File: config.mk
export PLATFORM = sky130hd
export DESIGN_NAME = lottery_scheduler
export DESIGN_NICKNAME = d
export VERILOG_FILES = /design/src/sv/lsched_pkg.sv /design/src/sv/lottery_scheduler.sv /design/src/sv/lsched_ctrl.sv /design/src/sv/lsched_dp.sv
export SDC_FILE = /design/constraint.sdc
export NUM_CORES = 1
export LEC_CHECK = 0
export BUFFER_PORTS_ARGS = -buffer_cell sky130_fd_sc_hd__buf_2
export CAP_MARGIN = 10
export CORE_ASPECT_RATIO = 2
export CORE_MARGIN = 2
export CORE_UTILIZATION = 55
export CTS_CLUSTER_SIZE = 30
export DETAILED_ROUTE_END_ITERATION = 7
export GPL_TIMING_DRIVEN = 0
export PLACE_DENSITY_LB_ADDON = 0.25
export SETUP_SLACK_MARGIN = 0.02
export SLEW_MARGIN = 20
export SYNTH_ARGS = -nofsm -noshare
export SYNTH_HDL_FRONTEND = slang
export SYNTH_HIERARCHICAL = 1
export SYNTH_SLANG_ARGS = --single-unit
File: constraint.sdc
create_clock -name clk -period 13.2 [get_ports clk]
set_clock_uncertainty 0.05 [all_clocks]
set_input_delay 0.66 -clock clk [delete_from_list [all_inputs] [get_ports clk]]
set_output_delay 0.66 -clock clk [all_outputs]
set_load 0.01 [all_outputs]
File: src/sv/lsched_pkg.sv
// types and constants shared by the lottery scheduler modules
`default_nettype none
package lsched_pkg;

	localparam int unsigned ID_W  = 16;
	localparam int unsigned WT_W  = 8;
	localparam int unsigned RND_W = 16;
	localparam int unsigned QNT_W = 16;
	localparam int unsigned DIV_CNT_W = $clog2(RND_W);

	// operation codes
	localparam logic [1:0] FUNC_ADD    = 2'd0;
	localparam logic [1:0] FUNC_REMOVE = 2'd1;
	localparam logic [1:0] FUNC_TICK   = 2'd2;
	localparam logic [1:0] FUNC_NONE   = 2'd3;

	// result status codes
	localparam logic [1:0] STATUS_OK      = 2'd0;
	localparam logic [1:0] STATUS_FULL    = 2'd1;
	localparam logic [1:0] STATUS_MISSING = 2'd2;
	localparam logic [1:0] STATUS_EMPTY   = 2'd3;

	typedef struct packed {
		logic [1:0]       func;
		logic [ID_W-1:0]  task_id;
		logic [WT_W-1:0]  weight;
		logic [RND_W-1:0] random_value;
	} ls_in_t;

	typedef struct packed {
		logic [1:0]      status;
		logic [ID_W-1:0] winner_id;
		logic            winner_valid;
		logic            drew;
	} ls_out_t;

	typedef struct packed {
		logic [ID_W-1:0] id;
		logic [WT_W-1:0] weight;
	} ls_entry_t;

	typedef enum logic [3:0] {
		ST_IDLE,
		ST_DISPATCH,
		ST_RM_RD,
		ST_RM_CMP,
		ST_SH_RD,
		ST_SH_WR,
		ST_DIV,
		ST_SC_RD,
		ST_SC_CMP,
		ST_FIN
	} ls_state_t;

	// controller to datapath
	typedef struct packed {
		logic       capture;
		logic       add;
		logic       rm_init;
		logic       rd;
		logic       rd_next;
		logic       ptr_dec;
		logic       ptr_inc;
		logic       sub_total;
		logic       shift_wr;
		logic       rm_done;
		logic       q_dec;
		logic       div_start;
		logic       div_step;
		logic       sc_start;
		logic       sc_adv;
		logic       select;
		logic       draw;
		logic       set_status;
		logic [1:0] status;
		logic       out_load;
	} ls_cmd_t;

	// datapath to controller
	typedef struct packed {
		logic [1:0] func;
		logic       full;
		logic       count_zero;
		logic       total_zero;
		logic       quantum_zero;
		logic       match;
		logic       ptr_zero;
		logic       ptr_last;
		logic       shift_last;
		logic       div_last;
		logic       hit;
		logic       out_free;
	} ls_sts_t;

endpackage
`default_nettype wire

File: src/sv/lottery_scheduler.sv
// top level of the weighted lottery scheduler
//
// Weighted lottery scheduler over a table of up to MAX_ENTRIES tasks held in
// insertion order, each owning a consecutive range of tickets. One input beat
// (add, remove or tick) gives exactly one result beat. Items are handled one
// at a time by a state machine stepping a table memory with one write and one
// registered read port: an add writes the new entry at the end; a remove reads
// and compares entries from the newest end, then moves each later entry down
// by a read and a write; a tick that only counts the quantum decrements it, and
// a tick that draws runs a bit-serial remainder, then scans from the oldest
// entry, with a read state and a compare state per entry. A new item is taken
// as soon as the previous result sits in the output register, even while it is
// stalled. The user must write quantum_reload through cfg_we/cfg_wdata only
// while idle; the block itself does not enforce this.
`default_nettype none
module lottery_scheduler #(
	parameter int unsigned MAX_ENTRIES = 16
) (
	input  wire                     clk,
	input  wire                     arst_n,
	input  wire                     in_valid,
	output logic                    in_stall,
	input  lsched_pkg::ls_in_t      in_data,
	output logic                    out_valid,
	input  wire                     out_stall,
	output lsched_pkg::ls_out_t     out_data,
	input  wire                     cfg_we,
	input  wire [lsched_pkg::QNT_W-1:0] cfg_wdata
);
	import lsched_pkg::*;

	ls_cmd_t cmd;
	ls_sts_t sts;

	// sequencer
	lsched_ctrl u_ctrl (
		.clk      (clk),
		.arst_n   (arst_n),
		.in_valid (in_valid),
		.in_stall (in_stall),
		.sts      (sts),
		.cmd      (cmd)
	);

	// table and arithmetic
	lsched_dp #(
		.MAX_ENTRIES (MAX_ENTRIES)
	) u_dp (
		.clk       (clk),
		.arst_n    (arst_n),
		.in_data   (in_data),
		.cfg_we    (cfg_we),
		.cfg_wdata (cfg_wdata),
		.out_stall (out_stall),
		.out_valid (out_valid),
		.out_data  (out_data),
		.cmd       (cmd),
		.sts       (sts)
	);

endmodule
`default_nettype wire

File: src/sv/lsched_ctrl.sv
// sequencing state machine of the lottery scheduler
`default_nettype none
module lsched_ctrl (
	input  wire                 clk,
	input  wire                 arst_n,
	input  wire                 in_valid,
	output logic                in_stall,
	input  lsched_pkg::ls_sts_t sts,
	output lsched_pkg::ls_cmd_t cmd
);
	import lsched_pkg::*;

	ls_state_t state_q;
	ls_state_t state_d;

	// state register
	always_ff @(posedge clk or negedge arst_n) begin
		if (!arst_n) begin
			state_q <= ST_IDLE;
		end else begin
			state_q <= state_d;
		end
	end

	// next state
	always_comb begin
		state_d = state_q;
		unique case (state_q)
			ST_IDLE: begin
				if (in_valid) state_d = ST_DISPATCH;
			end
			ST_DISPATCH: begin
				unique case (sts.func)
					FUNC_REMOVE: state_d = sts.count_zero ? ST_FIN : ST_RM_RD;
					FUNC_TICK: begin
						if (sts.count_zero || sts.total_zero || !sts.quantum_zero) begin
							state_d = ST_FIN;
						end else begin
							state_d = ST_DIV;
						end
					end
					default: state_d = ST_FIN;
				endcase
			end
			ST_RM_RD: state_d = ST_RM_CMP;
			ST_RM_CMP: begin
				if (sts.match) begin
					state_d = sts.ptr_last ? ST_FIN : ST_SH_RD;
				end else begin
					state_d = sts.ptr_zero ? ST_FIN : ST_RM_RD;
				end
			end
			ST_SH_RD: state_d = ST_SH_WR;
			ST_SH_WR: state_d = sts.shift_last ? ST_FIN : ST_SH_RD;
			ST_DIV: state_d = sts.div_last ? ST_SC_RD : ST_DIV;
			ST_SC_RD: state_d = ST_SC_CMP;
			ST_SC_CMP: state_d = (sts.hit || sts.ptr_last) ? ST_FIN : ST_SC_RD;
			ST_FIN: state_d = sts.out_free ? ST_IDLE : ST_FIN;
			default: state_d = ST_IDLE;
		endcase
	end

	// commands
	always_comb begin
		cmd      = '0;
		in_stall = (state_q != ST_IDLE);
		unique case (state_q)
			ST_IDLE: begin
				cmd.capture = in_valid;
			end
			ST_DISPATCH: begin
				unique case (sts.func)
					FUNC_ADD: begin
						cmd.set_status = 1'b1;
						if (sts.full) begin
							cmd.status = STATUS_FULL;
						end else begin
							cmd.add    = 1'b1;
							cmd.status = STATUS_OK;
						end
					end
					FUNC_REMOVE: begin
						if (sts.count_zero) begin
							cmd.set_status = 1'b1;
							cmd.status     = STATUS_MISSING;
						end else begin
							cmd.rm_init = 1'b1;
						end
					end
					FUNC_TICK: begin
						priority if (sts.count_zero || sts.total_zero) begin
							cmd.set_status = 1'b1;
							cmd.status     = STATUS_EMPTY;
						end else if (!sts.quantum_zero) begin
							cmd.q_dec      = 1'b1;
							cmd.set_status = 1'b1;
							cmd.status     = STATUS_OK;
						end else begin
							cmd.div_start = 1'b1;
						end
					end
					default: begin
						cmd.set_status = 1'b1;
						cmd.status     = STATUS_OK;
					end
				endcase
			end
			ST_RM_RD: begin
				cmd.rd = 1'b1;
			end
			ST_RM_CMP: begin
				if (sts.match) begin
					cmd.sub_total = 1'b1;
					if (sts.ptr_last) begin
						cmd.rm_done    = 1'b1;
						cmd.set_status = 1'b1;
						cmd.status     = STATUS_OK;
					end
				end else if (sts.ptr_zero) begin
					cmd.set_status = 1'b1;
					cmd.status     = STATUS_MISSING;
				end else begin
					cmd.ptr_dec = 1'b1;
				end
			end
			ST_SH_RD: begin
				cmd.rd      = 1'b1;
				cmd.rd_next = 1'b1;
			end
			ST_SH_WR: begin
				cmd.shift_wr = 1'b1;
				cmd.ptr_inc  = 1'b1;
				if (sts.shift_last) begin
					cmd.rm_done    = 1'b1;
					cmd.set_status = 1'b1;
					cmd.status     = STATUS_OK;
				end
			end
			ST_DIV: begin
				cmd.div_step = 1'b1;
				cmd.sc_start = sts.div_last;
			end
			ST_SC_RD: begin
				cmd.rd = 1'b1;
			end
			ST_SC_CMP: begin
				if (sts.hit || sts.ptr_last) begin
					cmd.select     = sts.hit;
					cmd.draw       = 1'b1;
					cmd.set_status = 1'b1;
					cmd.status     = STATUS_OK;
				end else begin
					cmd.sc_adv  = 1'b1;
					cmd.ptr_inc = 1'b1;
				end
			end
			ST_FIN: begin
				cmd.out_load = sts.out_free;
			end
			default: begin
				cmd = '0;
			end
		endcase
	end

endmodule
`default_nettype wire

File: src/sv/lsched_dp.sv
// task table, counters, remainder unit and output register of the scheduler
`default_nettype none
module lsched_dp #(
	parameter int unsigned MAX_ENTRIES = 16
) (
	input  wire                     clk,
	input  wire                     arst_n,
	input  lsched_pkg::ls_in_t      in_data,
	input  wire                     cfg_we,
	input  wire [lsched_pkg::QNT_W-1:0] cfg_wdata,
	input  wire                     out_stall,
	output logic                    out_valid,
	output lsched_pkg::ls_out_t     out_data,
	input  lsched_pkg::ls_cmd_t     cmd,
	output lsched_pkg::ls_sts_t     sts
);
	import lsched_pkg::*;

	localparam int unsigned IW = $clog2(MAX_ENTRIES);
	localparam int unsigned CW = $clog2(MAX_ENTRIES + 1);
	localparam int unsigned TW = $clog2(MAX_ENTRIES * ((1 << WT_W) - 1) + 1);

	ls_in_t              item_q;
	ls_entry_t           mem [MAX_ENTRIES];
	ls_entry_t           rd_q;
	logic [CW-1:0]       count_q;
	logic [TW-1:0]       total_q;
	logic [QNT_W-1:0]    quantum_q;
	logic [QNT_W-1:0]    reload_q;
	logic [ID_W-1:0]     cur_task_q;
	logic                cur_valid_q;
	logic [IW-1:0]       ptr_q;
	logic [TW-1:0]       rem_q;
	logic [RND_W-1:0]    rnd_q;
	logic [DIV_CNT_W-1:0] div_cnt_q;
	logic [TW-1:0]       base_q;
	logic [1:0]          status_q;
	logic                drew_q;
	logic                out_valid_q;
	ls_out_t             out_q;

	logic [IW-1:0]       rd_addr;
	logic                wr_en;
	logic [IW-1:0]       wr_addr;
	ls_entry_t           wr_data;
	logic [TW:0]         rem_sh;
	logic [TW:0]         rem_diff;
	logic [TW-1:0]       top;
	logic                out_free;

	// input beat capture
	always_ff @(posedge clk) begin
		if (cmd.capture) item_q <= in_data;
	end

	// quantum reload register
	always_ff @(posedge clk or negedge arst_n) begin
		if (!arst_n) begin
			reload_q <= '0;
		end else if (cfg_we) begin
			reload_q <= cfg_wdata;
		end
	end

	// table memory, one write and one registered read per cycle
	assign rd_addr = cmd.rd_next ? (ptr_q + IW'(1)) : ptr_q;
	assign wr_en   = cmd.add || cmd.shift_wr;
	assign wr_addr = cmd.add ? count_q[IW-1:0] : ptr_q;
	assign wr_data = cmd.add ? ls_entry_t'{id: item_q.task_id, weight: item_q.weight} : rd_q;

	always_ff @(posedge clk) begin
		if (wr_en) mem[wr_addr] <= wr_data;
	end

	always_ff @(posedge clk) begin
		if (cmd.rd) rd_q <= mem[rd_addr];
	end

	// entry count and ticket total
	always_ff @(posedge clk or negedge arst_n) begin
		if (!arst_n) begin
			count_q <= '0;
			total_q <= '0;
		end else begin
			if (cmd.add) begin
				count_q <= count_q + CW'(1);
				total_q <= total_q + TW'(item_q.weight);
			end else begin
				if (cmd.rm_done)   count_q <= count_q - CW'(1);
				if (cmd.sub_total) total_q <= total_q - TW'(rd_q.weight);
			end
		end
	end

	// table pointer
	always_ff @(posedge clk) begin
		priority if (cmd.rm_init) begin
			ptr_q <= IW'(count_q - CW'(1));
		end else if (cmd.sc_start) begin
			ptr_q <= '0;
		end else if (cmd.ptr_inc) begin
			ptr_q <= ptr_q + IW'(1);
		end else if (cmd.ptr_dec) begin
			ptr_q <= ptr_q - IW'(1);
		end
	end

	// restoring remainder, one bit of the random value a cycle
	assign rem_sh   = {rem_q, rnd_q[RND_W-1]};
	assign rem_diff = rem_sh - {1'b0, total_q};

	always_ff @(posedge clk) begin
		if (cmd.div_start) begin
			rem_q     <= '0;
			rnd_q     <= item_q.random_value;
			div_cnt_q <= DIV_CNT_W'(RND_W - 1);
		end else if (cmd.div_step) begin
			rem_q     <= rem_diff[TW] ? rem_sh[TW-1:0] : rem_diff[TW-1:0];
			rnd_q     <= {rnd_q[RND_W-2:0], 1'b0};
			div_cnt_q <= div_cnt_q - DIV_CNT_W'(1);
		end
	end

	// range scan base
	assign top = base_q + TW'(rd_q.weight);

	always_ff @(posedge clk) begin
		if (cmd.sc_start) begin
			base_q <= '0;
		end else if (cmd.sc_adv) begin
			base_q <= top;
		end
	end

	// quantum and selection state
	always_ff @(posedge clk or negedge arst_n) begin
		if (!arst_n) begin
			quantum_q   <= '0;
			cur_task_q  <= '0;
			cur_valid_q <= 1'b0;
		end else begin
			if (cmd.q_dec) quantum_q <= quantum_q - QNT_W'(1);
			if (cmd.draw)  quantum_q <= reload_q;
			if (cmd.select) begin
				cur_task_q  <= rd_q.id;
				cur_valid_q <= 1'b1;
			end
			if (cmd.rm_done && count_q == CW'(1)) cur_valid_q <= 1'b0;
		end
	end

	// result status and draw flag
	always_ff @(posedge clk) begin
		if (cmd.capture) begin
			drew_q <= 1'b0;
		end else if (cmd.draw) begin
			drew_q <= 1'b1;
		end
		if (cmd.set_status) status_q <= cmd.status;
	end

	// output register
	assign out_free = !out_valid_q || !out_stall;

	always_ff @(posedge clk or negedge arst_n) begin
		if (!arst_n) begin
			out_valid_q <= 1'b0;
		end else if (cmd.out_load) begin
			out_valid_q <= 1'b1;
		end else if (!out_stall) begin
			out_valid_q <= 1'b0;
		end
	end

	always_ff @(posedge clk) begin
		if (cmd.out_load) begin
			out_q.status       <= status_q;
			out_q.winner_id    <= cur_valid_q ? cur_task_q : '0;
			out_q.winner_valid <= cur_valid_q;
			out_q.drew         <= drew_q;
		end
	end

	assign out_valid = out_valid_q;
	assign out_data  = out_q;

	// status to the controller
	always_comb begin
		sts              = '0;
		sts.func         = item_q.func;
		sts.full         = (count_q == CW'(MAX_ENTRIES));
		sts.count_zero   = (count_q == '0);
		sts.total_zero   = (total_q == '0);
		sts.quantum_zero = (quantum_q == '0);
		sts.match        = (rd_q.id == item_q.task_id);
		sts.ptr_zero     = (ptr_q == '0);
		sts.ptr_last     = (CW'(ptr_q) + CW'(1) == count_q);
		sts.shift_last   = (CW'(ptr_q) + CW'(2) == count_q);
		sts.div_last     = (div_cnt_q == '0);
		sts.hit          = (rem_q < top);
		sts.out_free     = out_free;
	end

	// table never overfills
	a_count_bound: assert property (@(posedge clk) disable iff (!arst_n)
		count_q <= CW'(MAX_ENTRIES))
		else $error("entry count above table depth");

	// an empty table holds no tickets
	a_empty_total: assert property (@(posedge clk) disable iff (!arst_n)
		(count_q == '0) |-> (total_q == '0))
		else $error("tickets left in an empty table");

	// drawn ticket lies below the total when the scan starts
	a_rem_range: assert property (@(posedge clk) disable iff (!arst_n)
		cmd.sc_start |=> (rem_q < total_q))
		else $error("drawn ticket outside the ticket range");

	// a draw always leaves a selected task
	a_draw_selects: assert property (@(posedge clk) disable iff (!arst_n)
		cmd.draw |=> cur_valid_q)
		else $error("draw finished without a selection");

	// winner id reads zero while nothing is selected
	a_winner_zero: assert property (@(posedge clk) disable iff (!arst_n)
		(out_valid_q && !out_q.winner_valid) |-> (out_q.winner_id == '0))
		else $error("winner id set without a selection");

endmodule
`default_nettype wire
# Word-level counts from Yosys, hierarchy flattened
# Memories as Yosys holds them, arrays and structs flattened. A register that Yosys moved wholly into a read port is not among the register bits.
# Index checks and enable logic that the tools add are counted.
# W data, S select, Z words.
# word_totals
mem_count	1
word_cells	152
in_bits	63
ramBits	384
out_inout_bits	22
register_bits	184
# memory_table
memory	words	width	read_ports	rd_clocked_by_memory_dff	write_ports	line_no	text
u_dp.mem	16	24	1	1	1	lsched_dp.sv:24	ls_entry_t mem [MAX_ENTRIES];
# classes
n_lt_le_gt_ge	1
reduce_logical	24
addsub	12
mux	73
eq_ne	18
# op_table
cell	n
$mux W16	4
$mux W4	15
$pmux W4 S10	1
$mux W12	3
$mux W1	28
$add A12 B8 Y12	2
$mux W24	1
$mux W3	8
$eq A16 B16 Y1	1
$eq A4 B3 Y1 const B	4
$logic_not A16 Y1	1
$sub A16 B1 Y16 const B	1
$mux W5	3
$sub A13 B12 Y13	1
$logic_not A12 Y1	1
$logic_not A4 Y1	3
$lt A12 B12 Y1	1
$pmux W3 S4	1
$sub A12 B8 Y12	1
$eq A5 B5 Y1	2
$mux W2	5
$reduce_bool A2 Y1	5
$pmux W3 S3	1
$eq A4 B2 Y1 const B	2
other kinds (23)	33

# Depth between registers and ports, before layout
# depth
word_depth	8
mapped_depth	21
mapped_depth_nobuf	21

# By module
# Netlist, hierarchy kept.
# by_module_without_submodules
module	seq_area_each_um2	area_per_inst_um2	instances	cells_per_inst
lsched_dp	17031.3	25111.6	1	1559
lsched_ctrl	100.1	621.8	1	88

# Worst setup path before layout
# No wires, ideal clock.
# synth_path
path_type	register -> register
startpoint	reg u_dp.count_q[0]
endpoint	reg u_dp.total_q[10]
synth_period_minus_slack_ns	4.780
arrival_time_ns	4.598
slack_ns	8.420
setup_time_ns	0.132
stages_incl_launch_ff	19
t_required_ns	13.018
n_path_buf	4
cell_sequence	dfrtp_1 clkbuf_1 inv_1 ha_1 and3_1 nor3b_1 clkbuf_1 clkbuf_1 clkbuf_1 o21ai_0 ha_1 fa_1 a21oi_1 o21ai_1 o311a_1 or4_1 a31oi_1 xor2_1 o21ai_1
# synth_rtl
item	line_no	text
start, declared	lsched_dp.sv:26	logic [CW-1:0] count_q;
start signal, assigned	lsched_dp.sv:86	count_q <= count_q + CW'(1);
start signal, assigned	lsched_dp.sv:89	if (cmd.rm_done) count_q <= count_q - CW'(1);
end signal, assigned	lsched_dp.sv:87	total_q <= total_q + TW'(item_q.weight);
end signal, assigned	lsched_dp.sv:90	if (cmd.sub_total) total_q <= total_q - TW'(rd_q.weight);
end, declared	lsched_dp.sv:27	logic [TW-1:0] total_q;

==> results.md <==
- Setup TNS: 0 ns
- CP cell instances: clkbuf_1 > inv_1 > ha_1 > and3_1 > nor3b_1 > clkbuf_1 > clkbuf_1 > clkbuf_1 > o21ai_2 > ha_1 > fa_1 > a21oi_1 > o21ai_1 > o311a_1 > or4_1 > a31oi_1 > xor2_1 > o21ai_1
- Slew HR: 26.2%
- Io pins: 85
- Proportion of layout cells with a drive suffix above 1: 22.6%
- FF-to-FF Start: u_dp/count_q[0]
- Routed wire length: 59200 um
- Initial DRC Count: 1500
- Initial antenna violation count: 0
- Post-DRT Antenna Nets: 0
- DR WL/cell: 23.9 um
- Crit end category: flip-flop
- Min-delay worst type: input pin to flip-flop
- Hold Path Depth: 1
- Crit start category: flip-flop
- Final setup viols: 0
- Worst-Margin Slew: 1.10 ns
- Vias in the first global route: 14900
- DR vias: 14700
- Seq/Total Area, Yosys: 66.6%
- Die extent in x: 157 um
- RD Place Congestion: 0.839
- Die area: 0.0486 sq mm
- Max-slew violations: 0
- Initial Util: 55.5%
- Area of placed instances: 0.0276 sq mm
- H-Tree Depth: 2
- Worst Slack Setup Final: 7.47 ns
- Number of clock sinks: 592
- DIE HEIGHT: 310 um
- Buffers & Inverters on Critical Path: 5
- Tcrit/Tclk final: 43.4%
- Placed Cells: 2383
- Worst-skew pair later-pin latency: 0.60 ns
- Power per Cell Area: 174 mW/mm^2
- Worst setup startpoint: u_dp/count_q[0]
- Worst reg-to-reg path cell count: 18
- Library cells used by synthesis: 78
- Fmax: 174 MHz
- Post-Layout Inst Area: 0.0293 sq mm
- Largest net degree at the start of global routing: 50
- Post-place setup slack: 7.58 ns
- Crit Path Category: flip-flop to flip-flop
- Top_reg_cell synth: edfxtp_1
- First-pass DRT Iterations: 7
- Port bufs: 83
- Clock tree from TritonCTS: yes
- Status: finished clean
- Final hold violation count: 0
- CTS resizes: 0
- Post-synth EDFFs: 492
- GRT Total Usage: 24.9%
- R2R Setup Slk: 7.47 ns
- CTS Buf Count: 50
- Global-route wire length before repair: 88600 um
- Overall power: 5.09 mW
- CP Max Fanout: 17
- Required time worst endpoint: 13.62 ns
- Worst r2r dst: u_dp/total_q[10]
- Minimum clock period: 5.73 ns
- CP max-delay cell: clkbuf_1
- Unrepaired setup endpoints after global routing: no
- Worst Path Arrival: 6.15 ns
- Worst Hold End: u_dp/item_q[23]
- Vias per cell: 5.94
- Synthesized area: 0.0257 sq mm
- Nets: 1933
- Site row count: 112
- Mean Syn Cell Area: 15.6 sq um
- CP dominant cell by count: clkbuf_1
- Area Overhead vs Synth: 13.9%
- Finished Layout Cells: 2476
- LEAKAGE: 10.2 nW
- Most frequent cells in the layout: edfxtp_1 (492), nand2_1 (107), buf_2 (98)
- #FFs+latches synth: 592
- Worst-case clock buffer depth: 3
- Core Box Area: 0.0464 sq mm
- Post-synthesis cell count: 1647
- Worst Hold Launch: in_data[23]
- Commonest non-fill, non-tap cell in the layout: edfxtp_1
- Worst hold slack: 0.188 ns
- Max incr delay on CP: 0.50 ns
- Asr flop ratio synth: 12.0%
- Synth warn: 6
- Root Driver: clkbuf_16
- Max Cap Viol: 0
- N_diodes: 0
- Drt drc: 0
- Utilization after layout: 63.2%
- Post-DP HPWL: 40300 um
- Clock-pin transition on the worst setup and hold timing paths: 0.07 ns
- Congestion Overflow GR: 0
- Delay-heaviest family, CP: buffers and inverters
- Syn Nets: 1771
- Maximum vdd drop: 0.000135 V
==> layout make-up <==
type / instances / area (sq um)
plain buffers: 79 / 400
clock buffers: 62 / 1340
clock inverters: 30 / 373
fillers: 3324 / 17100
inverters: 52 / 195
multi-input cells: 924 / 8170
flip-flops and latches: 592 / 17100
well taps: 627 / 785
repair buffers: 110 / 923
==> cell families (layout without fill, tap and decap cells) <==
family,Yosys count,in the layout,synth area share [%]
xor+xnor,89,89,3.09
buf+inv,131,333,2.31
flops,592,592,66.6
mux,184,184,12.2
compound gates,223,223,5.51
simple gates,366,366,7.26
fa+ha+maj,62,62,3.09
==> flip-flops by register name, indices dropped and copies added, names as in the netlist <==
register	cells
u_ctrl/state_q	4
u_dp/base_q	12
u_dp/count_q	5
u_dp/cur_task_q	16
u_dp/cur_valid_q	1
u_dp/div_cnt_q	4
u_dp/drew_q	1
u_dp/item_q	40
u_dp/mem	384
u_dp/out_data	20
u_dp/out_valid	1
u_dp/ptr_q	4
u_dp/quantum_q	16
u_dp/rd_q	24
u_dp/reload_q	16
u_dp/rem_q	12
u_dp/rnd_q	16
u_dp/status_q	2
u_dp/sts	2
u_dp/total_q	12
==> repair_timing <==
item / CTS / global route
setup buffers: 0 / 0
setup endpoints to repair: 0 / 0
hold buffers: 1 / 0
hold endpoints to repair: 22 / 0
==> where the power goes <==
part | internal [mW] | switching (mW) | total [mW]
Combinational | 0.478 | 0.685 | 1.16
Sequential | 2.27 | 0.105 | 2.38
Clock | 0.880 | 0.667 | 1.55
==> worst max path at each step <==
stage	end	slack [ns]	depth (start not counted)
2_1_floorplan	u_dp/total_q[10]	8.42	18
3_5_place_dp	u_dp/total_q[10]	7.58	18
3_3_place_gp	u_dp/total_q[10]	7.05	18
4_1_cts	u_dp/total_q[10]	7.54	18
5_1_grt	u_dp/total_q[10]	7.05	18
6_report	u_dp/total_q[10]	7.47	18
==> cell usage after synthesis, drive strengths merged, types with 5 or more instances <==
| cell | count | area, sq um |
|---|---|---|
| nand2b | 15 | 93.8 |
| nor3b | 12 | 90.1 |
| a31oi | 22 | 153 |
| a211oi | 34 | 255 |
| nor2 | 78 | 293 |
| and3 | 10 | 62.6 |
| edfxtp | 492 | 14800 |
| inv | 52 | 195 |
| nor3 | 22 | 115 |
| or3 | 6 | 37.5 |
| and2 | 29 | 181 |
| o21ai | 72 | 360 |
| mux2 | 69 | 777 |
| ha | 58 | 726 |
| nand4 | 5 | 31.3 |
| dfrtp | 71 | 1780 |
| nor2b | 27 | 176 |
| xor2 | 27 | 236 |
| clkbuf | 43 | 161 |
| nand3 | 18 | 90.1 |
| a21oi | 46 | 241 |
| xnor2 | 62 | 558 |
| mux4 | 96 | 2160 |
| dfxtp | 29 | 581 |
| buf | 36 | 239 |
| a21o | 10 | 75.1 |
| nand2 | 107 | 402 |
| mux2i | 19 | 190 |
| nor4 | 17 | 128 |
==> routing by layer <==
layer	track usage (%)	part of all wire, %	vias up
met3	4.08	7.3	124
li1	-	-	6622
met1	33.0	39	7372
met2	41.7	50	589
met5	0	0	-
met4	9.11	3.4	0
==> worst register-to-register path: cells and delay by family (launching register included) <==
kind                     cells  cell delay, ns
AND/OR/NAND/NOR              3            0.78
adder cells (fa/ha/maj)      3            1.03
AO/OA/AOI/OAI                6            1.38
flip-flops                   1            0.37
buffers and inverters        5            1.81
XOR/XNOR                     1            0.18
Power figures use the tool's default switching activity.
